File: src/sv/aahs_pkg.sv
// Types, character codes and the bracket class table for the horizontal smush block.
// No dependencies.
package aahs_pkg;

   localparam int CodeWidth    = 21;
   localparam int RuleWidth    = 6;
   localparam int ReqDataWidth = 48;
   localparam int RspDataWidth = 24;

   localparam logic [CodeWidth-1:0] CharBar       = 21'h00007C;
   localparam logic [CodeWidth-1:0] CharSlash     = 21'h00002F;
   localparam logic [CodeWidth-1:0] CharBackslash = 21'h00005C;
   localparam logic [CodeWidth-1:0] CharLBracket  = 21'h00005B;
   localparam logic [CodeWidth-1:0] CharRBracket  = 21'h00005D;
   localparam logic [CodeWidth-1:0] CharLBrace    = 21'h00007B;
   localparam logic [CodeWidth-1:0] CharRBrace    = 21'h00007D;
   localparam logic [CodeWidth-1:0] CharLParen    = 21'h000028;
   localparam logic [CodeWidth-1:0] CharRParen    = 21'h000029;
   localparam logic [CodeWidth-1:0] CharLess      = 21'h00003C;
   localparam logic [CodeWidth-1:0] CharGreater   = 21'h00003E;
   localparam logic [CodeWidth-1:0] CharUnderline = 21'h00005F;
   localparam logic [CodeWidth-1:0] CharY         = 21'h000059;
   localparam logic [CodeWidth-1:0] CharX         = 21'h000058;
   localparam logic [CodeWidth-1:0] CharHardblank = 21'h0000A0;

   // Bit positions in the rule enable mask.
   localparam int RuleEqual      = 0;
   localparam int RuleUnderline  = 1;
   localparam int RuleHierarchy  = 2;
   localparam int RuleOpposite   = 3;
   localparam int RuleBigX       = 4;
   localparam int RuleHardblank  = 5;

   typedef logic [2:0] bracket_class_type;
   localparam bracket_class_type ClassNone = 3'd7;

   typedef struct packed {
      logic                 smushed;
      logic [CodeWidth-1:0] merged_char;
   } smush_result_type;

   // Rank in the bracket hierarchy, or ClassNone for any other character.
   function automatic bracket_class_type bracket_class(input logic [CodeWidth-1:0] c);
      bracket_class_type cls;
      unique case (c)
         CharBar:                     cls = 3'd0;
         CharSlash, CharBackslash:    cls = 3'd1;
         CharLBracket, CharRBracket:  cls = 3'd2;
         CharLBrace, CharRBrace:      cls = 3'd3;
         CharLParen, CharRParen:      cls = 3'd4;
         CharLess, CharGreater:       cls = 3'd5;
         default:                     cls = ClassNone;
      endcase
      return cls;
   endfunction

endpackage

File: src/sv/ascii_art_horizontal_smush.sv
// Top level of the horizontal smush block: request register, decision logic, result register.
// Depends on aahs_pkg and aahs_decide.
//
// Each request carries the character already on the canvas and the incoming character at one
// overlap position; the block answers with the merged character and a flag telling whether an
// enabled rule merged them. One request is taken every cycle while the result side does not
// stall; each request is held in the request register, decided by the single decision stage
// that sits between it and the result register, and presented from the result register. The
// rule mask is written through the csr channel, which is always ready, and should only change
// while no request is in flight.
module ascii_art_horizontal_smush (
   input  logic                              clock,
   input  logic                              reset,
   input  logic                              csr_valid,
   output logic                              csr_ready,
   input  logic [aahs_pkg::RuleWidth-1:0]    csr_data,
   input  logic                              req_tvalid,
   output logic                              req_tready,
   // Fields from bit 0: left_char[20:0], right_char[41:21], zero padding.
   input  logic [aahs_pkg::ReqDataWidth-1:0] req_tdata,
   output logic                              rsp_tvalid,
   input  logic                              rsp_tready,
   // Fields from bit 0: merged_char[20:0], zero padding.
   output logic [aahs_pkg::RspDataWidth-1:0] rsp_tdata,
   // Fields from bit 0: smushed.
   output logic                              rsp_tuser
);
   import aahs_pkg::*;

   logic                 in_valid_ff, in_valid_in;
   logic                 out_valid_ff, out_valid_in;
   logic [RuleWidth-1:0] rules_ff, rules_in;
   logic [CodeWidth-1:0] left_ff;
   logic [CodeWidth-1:0] right_ff;
   smush_result_type     result_ff;
   smush_result_type     result_in;
   logic                 req_load;
   logic                 out_load;

   assign out_load   = in_valid_ff && (!out_valid_ff || rsp_tready);
   assign req_tready = !in_valid_ff || out_load;
   assign req_load   = req_tvalid && req_tready;
   assign csr_ready  = 1'b1;

   assign in_valid_in  = req_load || (in_valid_ff && !out_load);
   assign out_valid_in = out_load || (out_valid_ff && !rsp_tready);
   assign rules_in     = csr_valid ? csr_data : rules_ff;

   aahs_decide u_decide (
      .left_char   (left_ff),
      .right_char  (right_ff),
      .smush_rules (rules_ff),
      .result      (result_in)
   );

   always_ff @(posedge clock) begin
      if (reset) begin
         in_valid_ff  <= 1'b0;
         out_valid_ff <= 1'b0;
         rules_ff     <= '0;
      end else begin
         in_valid_ff  <= in_valid_in;
         out_valid_ff <= out_valid_in;
         rules_ff     <= rules_in;
      end
   end

   always_ff @(posedge clock) begin
      if (req_load) begin
         left_ff  <= req_tdata[CodeWidth-1:0];
         right_ff <= req_tdata[2*CodeWidth-1:CodeWidth];
      end
      if (out_load) begin
         result_ff <= result_in;
      end
   end

   assign rsp_tvalid = out_valid_ff;
   assign rsp_tdata  = {{(RspDataWidth-CodeWidth){1'b0}}, result_ff.merged_char};
   assign rsp_tuser  = result_ff.smushed;

endmodule

File: src/sv/aahs_decide.sv
// Single-pass smushing decision for one pair of overlapping characters.
// Depends on aahs_pkg for character codes, rule positions and the class table.
module aahs_decide (
   input  logic [aahs_pkg::CodeWidth-1:0] left_char,
   input  logic [aahs_pkg::CodeWidth-1:0] right_char,
   input  logic [aahs_pkg::RuleWidth-1:0] smush_rules,
   output aahs_pkg::smush_result_type     result
);
   import aahs_pkg::*;

   logic              both_ascii;
   logic              both_members;
   logic              opposite_pair;
   bracket_class_type left_class;
   bracket_class_type right_class;

   assign both_ascii   = (left_char[CodeWidth-1:7] == '0) && (right_char[CodeWidth-1:7] == '0);
   assign left_class   = bracket_class(left_char);
   assign right_class  = bracket_class(right_char);
   assign both_members = (left_class != ClassNone) && (right_class != ClassNone);

   assign opposite_pair =
      (left_char == CharLBracket && right_char == CharRBracket) ||
      (left_char == CharRBracket && right_char == CharLBracket) ||
      (left_char == CharLBrace   && right_char == CharRBrace)   ||
      (left_char == CharRBrace   && right_char == CharLBrace)   ||
      (left_char == CharLParen   && right_char == CharRParen)   ||
      (left_char == CharRParen   && right_char == CharLParen);

   always_comb begin
      result = '0;
      if (smush_rules[RuleEqual] && left_char == right_char && left_char != CharHardblank) begin
         result = '{smushed: 1'b1, merged_char: right_char};
      end else if (both_ascii && smush_rules[RuleUnderline] && left_char == CharUnderline &&
                   right_class != ClassNone) begin
         result = '{smushed: 1'b1, merged_char: right_char};
      end else if (both_ascii && smush_rules[RuleUnderline] && right_char == CharUnderline &&
                   left_class != ClassNone) begin
         result = '{smushed: 1'b1, merged_char: left_char};
      end else if (both_ascii && smush_rules[RuleHierarchy] && both_members &&
                   left_class < right_class) begin
         result = '{smushed: 1'b1, merged_char: right_char};
      end else if (both_ascii && smush_rules[RuleHierarchy] && both_members &&
                   left_class > right_class) begin
         result = '{smushed: 1'b1, merged_char: left_char};
      end else if (both_ascii && smush_rules[RuleOpposite] && opposite_pair) begin
         result = '{smushed: 1'b1, merged_char: CharBar};
      end else if (both_ascii && smush_rules[RuleBigX] && left_char == CharSlash &&
                   right_char == CharBackslash) begin
         result = '{smushed: 1'b1, merged_char: CharBar};
      end else if (both_ascii && smush_rules[RuleBigX] && left_char == CharBackslash &&
                   right_char == CharSlash) begin
         result = '{smushed: 1'b1, merged_char: CharY};
      end else if (both_ascii && smush_rules[RuleBigX] && left_char == CharGreater &&
                   right_char == CharLess) begin
         result = '{smushed: 1'b1, merged_char: CharX};
      end else if (smush_rules[RuleHardblank] && left_char == CharHardblank &&
                   right_char == CharHardblank) begin
         result = '{smushed: 1'b1, merged_char: CharHardblank};
      end
   end

endmodule

File: config.mk
export PLATFORM = sky130hd
export DESIGN_NAME = ascii_art_horizontal_smush
export DESIGN_NICKNAME = d
export VERILOG_FILES = /design/src/sv/aahs_pkg.sv /design/src/sv/ascii_art_horizontal_smush.sv /design/src/sv/aahs_decide.sv
export SDC_FILE = /design/constraint.sdc
export NUM_CORES = 1
export LEC_CHECK = 0
export BUFFER_PORTS_ARGS = -buffer_cell sky130_fd_sc_hd__buf_2
export CELL_PAD_IN_SITES_DETAIL_PLACEMENT = 1
export CELL_PAD_IN_SITES_GLOBAL_PLACEMENT = 1
export CORE_ASPECT_RATIO = 1.5
export CORE_MARGIN = 2
export CORE_UTILIZATION = 29
export CTS_BUF_LIST = sky130_fd_sc_hd__clkbuf_2 sky130_fd_sc_hd__clkbuf_4 sky130_fd_sc_hd__clkbuf_8
export DETAILED_ROUTE_END_ITERATION = 8
export PLACE_DENSITY_LB_ADDON = 0.25
export SYNTH_ARGS = -nofsm -noshare
export SYNTH_HDL_FRONTEND = slang
export SYNTH_HIERARCHICAL = 1
export SYNTH_SLANG_ARGS = --single-unit
File: constraint.sdc
create_clock -name clock -period 3.8 [get_ports clock]
set_input_delay 0.38 -clock clock [delete_from_list [all_inputs] [get_ports clock]]
set_output_delay 0.38 -clock clock [all_outputs]
set_load 0.05 [all_outputs]
==> results of run 1 <==
cells by family (layout without fill, tap and decap cells):
group	after synthesis	in the layout	synth area share
AOI/OAI and AO/OA	34	34	0.0781
buffers and inverters	29	109	0.0482
xor gates and xnor gates	23	23	0.0535
DFF	72	72	0.553
muxes	6	6	0.0159
adders and majority gates	3	3	0.00997
and+or+nand+nor	125	125	0.240
other	2	4	0.00199
flip-flops by register name, indices dropped and copies added, names as in the netlist:
name	cells
rsp_tvalid	1
right_ff	21
left_ff	21
rsp_tuser	1
rsp_tdata	21
in_valid_ff	1
rules_ff	6
Yosys cell counts, types with 6 or more instances:
cell,instances,area [sq um]
sky130_fd_sc_hd__and2_1,19,119
sky130_fd_sc_hd__buf_2,7,35.0
sky130_fd_sc_hd__buf_4,7,52.6
sky130_fd_sc_hd__dfxtp_1,8,160
sky130_fd_sc_hd__edfxtp_1,64,1920
sky130_fd_sc_hd__inv_1,10,37.5
sky130_fd_sc_hd__mux2i_1,6,60.1
sky130_fd_sc_hd__nand2_1,12,45.0
sky130_fd_sc_hd__nand3_1,11,55.1
sky130_fd_sc_hd__nand4_1,9,56.3
sky130_fd_sc_hd__nor2_1,17,63.8
sky130_fd_sc_hd__nor4_1,7,43.8
sky130_fd_sc_hd__xor2_1,20,175
final timing paths:
check	start	endpoint	slack [ns]	cells after the start
setup / recovery	right_ff[3]	rsp_tdata[0]	0.32	11
hold reg to reg	in_valid_ff	rsp_tvalid	0.52	2
setup reg to reg	right_ff[3]	rsp_tdata[0]	0.32	11
hold / removal	req_tdata[14]	left_ff[14]	0.20	1
power by group through the flow:
| stage | combinational [mW] | clock, mW | sequential [mW] |
|---|---|---|---|
| 2_1_floorplan | 0.0948 | 0 | 1.00 |
| 3_3_place_gp | 0.182 | 0 | 0.977 |
| 3_5_place_dp | 0.185 | 0 | 0.978 |
| 4_1_cts | 0.186 | 0.705 | 0.960 |
| 5_1_grt | 0.198 | 0.739 | 0.966 |
| 6_report | 0.184 | 0.679 | 0.959 |
worst max-delay path: cells and delay by family, from the launching register on:
kind / cells / cell delay [ns]
flops: 1 / 0.55
fa+ha+maj: 1 / 0.26
compound gates: 6 / 1.75
buf+inv: 1 / 0.09
simple gates: 3 / 0.60
metrics by stage:
stage / power, mW / instance area (sq um) / utilization / hold WS (ns) / std cells
6_report: 1.82 / 4490 / 0.350 / 0.201 / 535
5_1_grt: 1.90 / 4490 / 0.350 / 0.169 / 535
4_1_cts: 1.85 / 4490 / 0.350 / 0.176 / 535
3_5_place_dp: 1.16 / 4260 / 0.332 / 0.508 / 519
3_3_place_gp: 1.16 / 4260 / 0.332 / 0.481 / 519
2_1_floorplan: 1.10 / 3770 / - / 0.452 / 296
cell type report:
cell class                      instances  share of cell area
Sequential cell                        72               0.464
Multi-Input combinational cell        195               0.337
Timing Repair Buffer                   83              0.0965
Tap cell                              159              0.0443
Clock buffer                            9              0.0276
Clock inverter                          7              0.0226
Inverter                               10             0.00836
metal layers:
metal,vias to the layer above,part of all wire
li1,1261,-
met3,9,0.041
met4,0,0.018
met5,-,0
met1,1255,0.42
met2,72,0.52
==> run_summary.xml, run 1 <==
<?xml version="1.0" encoding="UTF-8"?>
<metrics>
  <group name="synthesis">
    <metric name="synthesis.area" unit="sq mm">0.00377</metric>
    <metric name="number_of_flip_flops_and_latches_in_the_synthesized_netlist" unit="">72</metric>
    <metric name="synth-edff-count" unit="">64</metric>
    <metric name="postSynth.topFlopCell" unit="">sky130_fd_sc_hd__edfxtp_1</metric>
    <metric name="ys_seq_area_frac" unit="">0.553</metric>
    <metric name="yosysWarningCount" unit="">6</metric>
    <metric name="syn-mean-instance-area" unit="sq um">12.8</metric>
    <metric name="number_of_unique_standard_cell_types_used_by_synthesis" unit="">60</metric>
    <metric name="async_reset_ff_frac" unit="">0</metric>
    <metric name="post_synth_inst_count" unit="">294</metric>
  </group>
  <group name="sta">
    <metric name="timing.final.hold_violations" unit="">0</metric>
    <metric name="worst-slew-pin-transition" unit="ns">0.964</metric>
    <metric name="rsz0062_at_grt" unit="">false</metric>
    <metric name="final_max_slew_viol_count" unit="">0</metric>
    <metric name="relSlewSlack" unit="">0.357</metric>
    <metric name="post-route-min-period" unit="ns">3.48</metric>
    <metric name="setup_tns" unit="ns">0</metric>
    <metric name="skew" unit="ns">0.0145</metric>
    <metric name="max_clock_freq" unit="MHz">287</metric>
    <metric name="min_period_over_period" unit="">0.915</metric>
    <metric name="finalSetupViolCount" unit="">0</metric>
    <metric name="postLayoutSetupSlackWorst" unit="ns">0.321</metric>
  </group>
  <group name="worst_setup_path">
    <metric name="cp.arrival" unit="ns">3.60</metric>
    <metric name="critPathSlowestCell" unit="">sky130_fd_sc_hd__edfxtp_1</metric>
    <metric name="worst_setup_path_category" unit="">register to register</metric>
    <metric name="critPathMaxStageDelay" unit="ns">0.55</metric>
    <metric name="start_kind" unit="">register</metric>
    <metric name="worst_ep_required_time" unit="ns">3.92</metric>
    <metric name="maximum_fanout_encountered_on_the_critical_timing_path" unit="">8</metric>
    <metric name="cp_cell_sequence" unit="">and4b_1, inv_1, o211ai_1, o311a_1, ha_1, nor2b_1, o21ai_0, nand2b_1, a41oi_1, a311oi_4, a222oi_1</metric>
    <metric name="critPathCaptureType" unit="">register</metric>
  </group>
  <group name="power_and_ir_drop">
    <metric name="power_dens_cells" unit="mW/mm^2">406</metric>
    <metric name="power.static_leakage" unit="nW">1.71</metric>
    <metric name="internal_power" unit="mW">1.35</metric>
    <metric name="irDropWorstVdd" unit="uV">146</metric>
    <metric name="combPwrFrac" unit="">0.101</metric>
    <metric name="power.switching" unit="mW">0.470</metric>
    <metric name="power.share.clock" unit="">0.373</metric>
    <metric name="seqPwrFrac" unit="">0.526</metric>
    <metric name="power.share.switching" unit="">0.258</metric>
  </group>
  <group name="routing">
    <metric name="number_of_remaining_drc_errors" unit="">0</metric>
    <metric name="avgViaCountPerCell" unit="">4.85</metric>
    <metric name="detailroute.via_count" unit="">2597</metric>
    <metric name="drt-initial-drc-count" unit="">117</metric>
    <metric name="ant_nets" unit="">0</metric>
    <metric name="avgRoutedWirePerCell" unit="um">17.3</metric>
    <metric name="firstDrtPassIters" unit="">5</metric>
    <metric name="detail_route.wirelength" unit="um">9230</metric>
  </group>
  <group name="place">
    <metric name="final_weighted_congestion_in_routability_driven_placement" unit="">0.830</metric>
    <metric name="place_ws" unit="ns">0.296</metric>
    <metric name="dp_hpwl" unit="um">7300</metric>
    <metric name="numPortBuffers" unit="">76</metric>
  </group>
  <group name="final_layout">
    <metric name="ff_latch_area" unit="sq mm">0.00208</metric>
    <metric name="multi_input_area" unit="sq mm">0.00151</metric>
    <metric name="post_route_cells_drive_above_1_share" unit="">0.319</metric>
    <metric name="area.growth.synth_to_final" unit="%">19.2</metric>
    <metric name="final_nets" unit="">433</metric>
    <metric name="layout_commonest_cell" unit="">sky130_fd_sc_hd__buf_2</metric>
    <metric name="fillers" unit="">1414</metric>
    <metric name="num_antenna_cells" unit="">0</metric>
    <metric name="commonest_cells_after_routing_fill_and_taps_aside" unit="">sky130_fd_sc_hd__buf_2, sky130_fd_sc_hd__edfxtp_1, sky130_fd_sc_hd__xor2_1</metric>
  </group>
  <group name="clock_tree">
    <metric name="cts_tree" unit="">yes</metric>
    <metric name="tritoncts.num_buffers" unit="">9</metric>
    <metric name="clock_latency" unit="ns">0.35</metric>
    <metric name="ctsRootBufferMaster" unit="">sky130_fd_sc_hd__clkbuf_8</metric>
    <metric name="h-tree-depth" unit="">3</metric>
    <metric name="numClockSinks" unit="">72</metric>
    <metric name="ctsHoldBuffers" unit="">0</metric>
    <metric name="setup_fix_bufs_post_cts" unit="">0</metric>
    <metric name="clkTransAtPathRegs" unit="ns">0.09</metric>
    <metric name="cts_repair_resize_count" unit="">0</metric>
    <metric name="buffer_levels_on_the_longest_clock_path" unit="">2</metric>
  </group>
  <group name="grt">
    <metric name="grt_antenna_before_repair" unit="">0</metric>
    <metric name="globalRouteOverflowTotal" unit="">0</metric>
    <metric name="grt_pass1_wl" unit="um">14600</metric>
    <metric name="grt_start_max_net_pins" unit="">43</metric>
    <metric name="gr-usage-all-layers" unit="">0.137</metric>
    <metric name="use_met1" unit="">0.159</metric>
    <metric name="grtUsageMet3" unit="">0.0306</metric>
    <metric name="grt_most_used_layer" unit="">met2</metric>
    <metric name="number_of_global_route_vias_before_repair" unit="">2766</metric>
    <metric name="grt_util_met2" unit="">0.243</metric>
  </group>
  <group name="floorplanning">
    <metric name="die-area" unit="sq mm">0.0139</metric>
    <metric name="die-width" unit="um">97.0</metric>
    <metric name="row_count" unit="">51</metric>
    <metric name="boundaryPins" unit="">87</metric>
    <metric name="floorplan.initialDensity" unit="">0.294</metric>
    <metric name="coreArea" unit="sq mm">0.0128</metric>
    <metric name="die_height" unit="um">144</metric>
  </group>
  <group name="hold_path">
    <metric name="hold_class" unit="">input pin to register</metric>
  </group>
  <group name="run">
    <metric name="cap_viol_max_count" unit="">0</metric>
  </group>
  <group name="outcome">
    <metric name="outcome" unit="">complete, no violations</metric>
  </group>
</metrics>
(Power assumes the default switching activity.)
==> run 2: changes to the inputs <==
--- a/config.mk
+++ b/config.mk
@@ -8,7 +8,7 @@
 export BUFFER_PORTS_ARGS = -buffer_cell sky130_fd_sc_hd__buf_2
 export CELL_PAD_IN_SITES_DETAIL_PLACEMENT = 1
 export CELL_PAD_IN_SITES_GLOBAL_PLACEMENT = 1
-export CORE_ASPECT_RATIO = 1.5
+export CORE_ASPECT_RATIO = 0.6
 export CORE_MARGIN = 2
 export CORE_UTILIZATION = 29
 export CTS_BUF_LIST = sky130_fd_sc_hd__clkbuf_2 sky130_fd_sc_hd__clkbuf_4 sky130_fd_sc_hd__clkbuf_8
==> run_summary.xml, run 2 (synthesis gave the netlist of run 1 again) <==
<?xml version="1.0" encoding="UTF-8"?>
<metrics>
  <group name="outcome">
    <metric name="outcome" unit="">complete, no violations</metric>
  </group>
  <group name="final_layout">
    <metric name="post_route_cells_drive_above_1_share" unit="">0.325</metric>
    <metric name="final_nets" unit="">436</metric>
    <metric name="fillers" unit="">1403</metric>
    <metric name="commonest_cells_after_routing_fill_and_taps_aside" unit="">sky130_fd_sc_hd__buf_2, sky130_fd_sc_hd__edfxtp_1, sky130_fd_sc_hd__xor2_1</metric>
    <metric name="num_antenna_cells" unit="">0</metric>
    <metric name="finish.cell_count_without_fillers" unit="">548</metric>
    <metric name="layout_commonest_cell" unit="">sky130_fd_sc_hd__buf_2</metric>
    <metric name="area.growth.synth_to_final" unit="%">19.7</metric>
  </group>
  <group name="power_and_ir_drop">
    <metric name="power_dens_cells" unit="mW/mm^2">399</metric>
    <metric name="post-layout-total-power" unit="mW">1.80</metric>
    <metric name="irDropWorstVdd" unit="uV">180</metric>
    <metric name="power.static_leakage" unit="nW">1.72</metric>
  </group>
  <group name="place">
    <metric name="numPortBuffers" unit="">76</metric>
    <metric name="dp_cells" unit="">531</metric>
    <metric name="dp_hpwl" unit="um">7880</metric>
    <metric name="place_ws" unit="ns">0.392</metric>
    <metric name="final_weighted_congestion_in_routability_driven_placement" unit="">0.868</metric>
  </group>
  <group name="sta">
    <metric name="postLayoutSetupSlackWorst" unit="ns">0.380</metric>
    <metric name="worst-slew-pin-transition" unit="ns">1.02</metric>
    <metric name="rsz0062_at_grt" unit="">false</metric>
    <metric name="min_period_over_period" unit="">0.900</metric>
    <metric name="post-route-min-period" unit="ns">3.42</metric>
    <metric name="finalSetupViolCount" unit="">0</metric>
    <metric name="timing.final.hold_violations" unit="">0</metric>
    <metric name="skew" unit="ns">0.0115</metric>
    <metric name="setup_tns" unit="ns">0</metric>
    <metric name="relSlewSlack" unit="">0.322</metric>
    <metric name="max_clock_freq" unit="MHz">292</metric>
    <metric name="final_max_slew_viol_count" unit="">0</metric>
  </group>
  <group name="worst_setup_path">
    <metric name="worstRegToRegCells" unit="">13</metric>
    <metric name="rr_startpoint" unit="">left_ff[19]</metric>
    <metric name="critical_path.most_common_cell" unit="">sky130_fd_sc_hd__nand2_1</metric>
    <metric name="critPathMaxStageDelay" unit="ns">0.50</metric>
    <metric name="timing.rr.end" unit="">rsp_tdata[0]</metric>
    <metric name="critPathCaptureType" unit="">register</metric>
    <metric name="worst_ep_required_time" unit="ns">3.91</metric>
    <metric name="cp.arrival" unit="ns">3.53</metric>
    <metric name="worst_setup_path_category" unit="">register to register</metric>
    <metric name="critPathSlowestCell" unit="">sky130_fd_sc_hd__edfxtp_1</metric>
    <metric name="cp_cell_sequence" unit="">and4bb_2, nand2_1, nor2_1, a21oi_1, o22ai_1, nand2_1, ha_1, nor2b_1, o21ai_0, nand2b_1, a41oi_1, a311oi_4, a222oi_1</metric>
    <metric name="start_kind" unit="">register</metric>
    <metric name="maximum_fanout_encountered_on_the_critical_timing_path" unit="">8</metric>
    <metric name="r2r_setup_slk" unit="ns">0.38</metric>
  </group>
  <group name="floorplanning">
    <metric name="row_count" unit="">32</metric>
    <metric name="die_height" unit="um">92.3</metric>
    <metric name="floorplan.initialDensity" unit="">0.295</metric>
    <metric name="boundaryPins" unit="">87</metric>
    <metric name="die-area" unit="sq mm">0.0139</metric>
    <metric name="coreArea" unit="sq mm">0.0128</metric>
    <metric name="die-width" unit="um">151</metric>
  </group>
  <group name="clock_tree">
    <metric name="h-tree-depth" unit="">3</metric>
    <metric name="numClockSinks" unit="">72</metric>
    <metric name="cts_tree" unit="">yes</metric>
    <metric name="clock_latency" unit="ns">0.34</metric>
    <metric name="ctsRootBufferMaster" unit="">sky130_fd_sc_hd__clkbuf_8</metric>
    <metric name="buffer_levels_on_the_longest_clock_path" unit="">2</metric>
    <metric name="cts_repair_resize_count" unit="">0</metric>
    <metric name="clkTransAtPathRegs" unit="ns">0.07</metric>
    <metric name="tritoncts.num_buffers" unit="">9</metric>
  </group>
  <group name="routing">
    <metric name="ant_nets" unit="">0</metric>
    <metric name="drt-initial-drc-count" unit="">129</metric>
    <metric name="number_of_remaining_drc_errors" unit="">0</metric>
    <metric name="avgViaCountPerCell" unit="">4.76</metric>
    <metric name="detailroute.via_count" unit="">2606</metric>
    <metric name="detail_route.wirelength" unit="um">10000</metric>
    <metric name="avgRoutedWirePerCell" unit="um">18.3</metric>
    <metric name="firstDrtPassIters" unit="">4</metric>
  </group>
  <group name="grt">
    <metric name="globalRouteOverflowTotal" unit="">0</metric>
    <metric name="gr-usage-all-layers" unit="">0.151</metric>
    <metric name="grt_start_max_net_pins" unit="">43</metric>
    <metric name="grt_antenna_before_repair" unit="">0</metric>
    <metric name="grt_pass1_wl" unit="um">15500</metric>
    <metric name="number_of_global_route_vias_before_repair" unit="">2683</metric>
  </group>
  <group name="run">
    <metric name="cap_viol_max_count" unit="">0</metric>
  </group>
  <group name="hold_path">
    <metric name="hold_class" unit="">input pin to register</metric>
    <metric name="hold_start" unit="">req_tdata[39]</metric>
    <metric name="hold_path_depth" unit="">1</metric>
    <metric name="hold-path-endpoint" unit="">right_ff[18]</metric>
  </group>
</metrics>
## run 2: changes by cell type in the layout (fill, tap and decap cells not counted), sizes merged
cell    delta
inv        -3
buf        +3
clkbuf     +2
## run 2: per-layer routing
metal,GRT usage,part of all wire,up-vias
met5,0,0,-
met3,0.0403,0.059,2
li1,-,-,1266
met1,0.247,0.56,1263
met4,0.0304,0.0032,0
met2,0.192,0.38,75
## run 2: power by group
group / leakage, nW / switching (mW) / internal, mW
Sequential: 0.669 / 0.0489 / 0.910
Combinational: 0.944 / 0.125 / 0.0654
Clock: 0.110 / 0.272 / 0.379
## run 2: worst max-delay path by stage
stage / start / endpoint / slack, ns / cells after the start
after floorplan: right_ff[7] / rsp_tdata[5] / 0.81 / 11
after global placement: right_ff[2] / rsp_tdata[5] / 0.41 / 11
after detailed placement: right_ff[2] / rsp_tdata[6] / 0.39 / 11
after CTS: right_ff[2] / rsp_tdata[0] / 0.34 / 11
after global routing: right_ff[7] / rsp_tdata[0] / 0.02 / 11
final: left_ff[19] / rsp_tdata[0] / 0.38 / 13
## run 2: timing repair
action | 4_1_cts | 5_1_grt
endpoints found under the hold margin | 0 | 0
setup endpoints to repair | 0 | 1
hold buffers | 0 | 0
setup buffers | 0 | 2
## run 2: worst max-delay path: cells and delay by family, from the launching register on
kind | cells | cell delay (ns)
compound gates | 6 | 1.35
flops | 1 | 0.50
simple gates | 6 | 1.02
fa+ha+maj | 1 | 0.32
## run 2: cell type report
type	instances	area (sq um)	share of cell area
Multi-Input combinational cell	195	1510	0.335
Clock inverter	4	70.1	0.0155
Inverter	10	37.5	0.00833
Timing Repair Buffer	86	455	0.101
Tap cell	170	213	0.0472
Sequential cell	72	2080	0.462
Clock buffer	11	139	0.0308
## run 2: metrics by stage
stage,area [sq um],hold slack (ns),utilization
floorplan,3770,0.452,-
global placement,4280,0.481,0.335
detailed placement,4280,0.488,0.335
CTS,4490,0.189,0.352
global route,4510,0.187,0.353
finish,4510,0.212,0.353
==> run 3: changes to the inputs <==
==> constraint.sdc (replaced) <==
create_clock -name clock -period 3.01 [get_ports clock]
set_input_delay 0.301 -clock clock [delete_from_list [all_inputs] [get_ports clock]]
set_output_delay 0.301 -clock clock [all_outputs]
set_load 0.05 [all_outputs]
==> run_summary.xml, run 3 (synthesis gave the netlist of run 1 again) <==
<?xml version="1.0" encoding="UTF-8"?>
<metrics>
  <group name="worst_setup_path">
    <metric name="r2r_setup_slk" unit="ns">-0.08</metric>
    <metric name="worst_ep_required_time" unit="ns">3.10</metric>
    <metric name="timing.rr.end" unit="">rsp_tdata[4]</metric>
    <metric name="crit_family" unit="">simple AND/OR/NAND/NOR gates</metric>
    <metric name="critPathSlowestCell" unit="">sky130_fd_sc_hd__edfxtp_1</metric>
    <metric name="maximum_fanout_encountered_on_the_critical_timing_path" unit="">8</metric>
    <metric name="cp_cell_sequence" unit="">buf_4, xor2_1, nor4b_1, nand4_1, or3_4, nand2_2, o21ba_4, a221o_1</metric>
    <metric name="cp_num_buf_inv" unit="">1</metric>
    <metric name="worst_setup_path_category" unit="">register to register</metric>
    <metric name="rr_startpoint" unit="">left_ff[0]</metric>
    <metric name="critPathMaxStageDelay" unit="ns">0.57</metric>
    <metric name="worstRegToRegCells" unit="">8</metric>
    <metric name="critPathCaptureType" unit="">register</metric>
    <metric name="cp.arrival" unit="ns">3.18</metric>
    <metric name="start_kind" unit="">register</metric>
  </group>
  <group name="place">
    <metric name="place_ws" unit="ns">-0.274</metric>
    <metric name="final_weighted_congestion_in_routability_driven_placement" unit="">0.965</metric>
    <metric name="postPlaceCellArea" unit="sq mm">0.00479</metric>
    <metric name="numPortBuffers" unit="">76</metric>
    <metric name="dp_hpwl" unit="um">8960</metric>
    <metric name="dp_cells" unit="">599</metric>
  </group>
  <group name="run">
    <metric name="cap_viol_max_count" unit="">0</metric>
  </group>
  <group name="sta">
    <metric name="hold-worst-slack" unit="ns">0.116</metric>
    <metric name="min_period_over_period" unit="">1.03</metric>
    <metric name="skew" unit="ns">0.0162</metric>
    <metric name="finalSetupViolCount" unit="">7</metric>
    <metric name="final_max_slew_viol_count" unit="">0</metric>
    <metric name="postLayoutSetupSlackWorst" unit="ns">-0.0833</metric>
    <metric name="worst-slew-pin-transition" unit="ns">1.03</metric>
    <metric name="rsz0062_at_grt" unit="">true</metric>
    <metric name="max_clock_freq" unit="MHz">323</metric>
    <metric name="post-route-min-period" unit="ns">3.09</metric>
    <metric name="timing.final.hold_violations" unit="">0</metric>
    <metric name="relSlewSlack" unit="">0.315</metric>
    <metric name="setup_tns" unit="ns">-0.308</metric>
  </group>
  <group name="floorplanning">
    <metric name="boundaryPins" unit="">87</metric>
    <metric name="row_count" unit="">32</metric>
    <metric name="die-width" unit="um">151</metric>
    <metric name="floorplan.initialDensity" unit="">0.295</metric>
    <metric name="die-area" unit="sq mm">0.0139</metric>
    <metric name="coreArea" unit="sq mm">0.0128</metric>
    <metric name="die_height" unit="um">92.3</metric>
  </group>
  <group name="routing">
    <metric name="firstDrtPassIters" unit="">4</metric>
    <metric name="detail_route.wirelength" unit="um">11300</metric>
    <metric name="ant_nets" unit="">0</metric>
    <metric name="avgViaCountPerCell" unit="">4.66</metric>
    <metric name="number_of_remaining_drc_errors" unit="">0</metric>
    <metric name="avgRoutedWirePerCell" unit="um">18.1</metric>
    <metric name="drt-initial-drc-count" unit="">113</metric>
    <metric name="detailroute.via_count" unit="">2921</metric>
  </group>
  <group name="grt">
    <metric name="globalRouteOverflowTotal" unit="">0</metric>
    <metric name="grt_start_max_net_pins" unit="">43</metric>
    <metric name="number_of_global_route_vias_before_repair" unit="">3076</metric>
    <metric name="grt_antenna_before_repair" unit="">0</metric>
    <metric name="gr-usage-all-layers" unit="">0.171</metric>
    <metric name="grt_pass1_wl" unit="um">17600</metric>
  </group>
  <group name="clock_tree">
    <metric name="ctsRootBufferMaster" unit="">sky130_fd_sc_hd__clkbuf_8</metric>
    <metric name="tritoncts.num_buffers" unit="">9</metric>
    <metric name="clkTransAtPathRegs" unit="ns">0.09</metric>
    <metric name="buffer_levels_on_the_longest_clock_path" unit="">2</metric>
    <metric name="clock_latency" unit="ns">0.35</metric>
    <metric name="numClockSinks" unit="">72</metric>
    <metric name="h-tree-depth" unit="">3</metric>
    <metric name="ctsHoldBuffers" unit="">0</metric>
    <metric name="cts_tree" unit="">yes</metric>
  </group>
  <group name="final_layout">
    <metric name="layout_commonest_cell" unit="">sky130_fd_sc_hd__buf_4</metric>
    <metric name="fillers" unit="">1396</metric>
    <metric name="finish.cell_count_without_fillers" unit="">627</metric>
    <metric name="post-route-util" unit="">0.407</metric>
    <metric name="multi_input_area" unit="sq mm">0.00157</metric>
    <metric name="commonest_cells_after_routing_fill_and_taps_aside" unit="">sky130_fd_sc_hd__buf_4, sky130_fd_sc_hd__buf_2, sky130_fd_sc_hd__edfxtp_1</metric>
    <metric name="post_route_cells_drive_above_1_share" unit="">0.464</metric>
    <metric name="num_antenna_cells" unit="">0</metric>
    <metric name="post-route-cell-area" unit="sq mm">0.00520</metric>
    <metric name="area.growth.synth_to_final" unit="%">38.0</metric>
    <metric name="final_nets" unit="">514</metric>
    <metric name="ff_latch_area" unit="sq mm">0.00208</metric>
  </group>
  <group name="power_and_ir_drop">
    <metric name="power_dens_cells" unit="mW/mm^2">474</metric>
    <metric name="irDropWorstVdd" unit="uV">292</metric>
    <metric name="post-layout-total-power" unit="mW">2.46</metric>
    <metric name="power.static_leakage" unit="nW">2.13</metric>
  </group>
  <group name="hold_path">
    <metric name="hold_class" unit="">input pin to register</metric>
    <metric name="hold_start" unit="">req_tdata[25]</metric>
    <metric name="hold_path_depth" unit="">1</metric>
    <metric name="hold-path-endpoint" unit="">right_ff[4]</metric>
  </group>
  <group name="outcome">
    <metric name="violations" unit="">setup timing</metric>
    <metric name="outcome" unit="">finished, violations left</metric>
  </group>
</metrics>
run 3: cell types whose count changed in the layout (fill, tap and decap cells not counted), sizes merged:
cell	before	now
buf	86	164
clkbuf	11	9
bufinv	2	3
clkinvlp	0	1
inv	10	11
run 3: per-layer routing:
layer	up-vias	GRT usage	wire [um]
met3	5	0.0532	692
met4	0	0.0257	41
met5	-	0	0
li1	1421	-	-
met1	1413	0.274	6270
met2	82	0.224	4320
run 3: how the worst max path moves through the flow:
| stage | slack [ns] | cells after the start | endpoint | startpoint |
|---|---|---|---|---|
| global route | -0.29 | 13 | rsp_tdata[5] | right_ff[2] |
| CTS | -0.02 | 11 | rsp_tdata[4] | right_ff[6] |
| global placement | -0.16 | 11 | rsp_tdata[3] | right_ff[7] |
| detailed placement | -0.27 | 11 | rsp_tdata[4] | right_ff[6] |
| finish | -0.08 | 8 | rsp_tdata[4] | left_ff[0] |
| floorplan | 0.02 | 11 | rsp_tdata[5] | right_ff[7] |
run 3: where the power goes:
| part | leakage, nW | switching [mW] | internal [mW] |
|---|---|---|---|
| Combinational | 1.34 | 0.196 | 0.131 |
| Sequential | 0.669 | 0.0439 | 1.15 |
| Clock | 0.117 | 0.389 | 0.552 |
| Total | 2.13 | 0.630 | 1.83 |
run 3: final cells by class:
cell class                 count  share of cell area
multi-input combinational    195               0.302
clock inverter                 7              0.0229
inverter                      10             0.00722
timing repair buffer         164               0.203
clock buffer                   9              0.0238
tap                          170              0.0409
sequential                    72               0.401
run 3: worst reg2reg max path, cell delays in order, from the launching register on:
cell and delay (ns):
sky130_fd_sc_hd__edfxtp_1 0.57, sky130_fd_sc_hd__buf_4 0.22, sky130_fd_sc_hd__xor2_1 0.17, sky130_fd_sc_hd__nor4b_1 0.56, sky130_fd_sc_hd__nand4_1 0.23, sky130_fd_sc_hd__or3_4 0.44, sky130_fd_sc_hd__nand2_2 0.11, sky130_fd_sc_hd__o21ba_4 0.20
sky130_fd_sc_hd__a221o_1 0.33
run 3: repair_timing:
| item | 4_1_cts | 5_1_grt |
|---|---|---|
| resized for setup | 13 | 5 |
| endpoints found under the setup margin | 22 | 22 |
| buffers inserted | 11 | 1 |
| pin swaps | 16 | 8 |
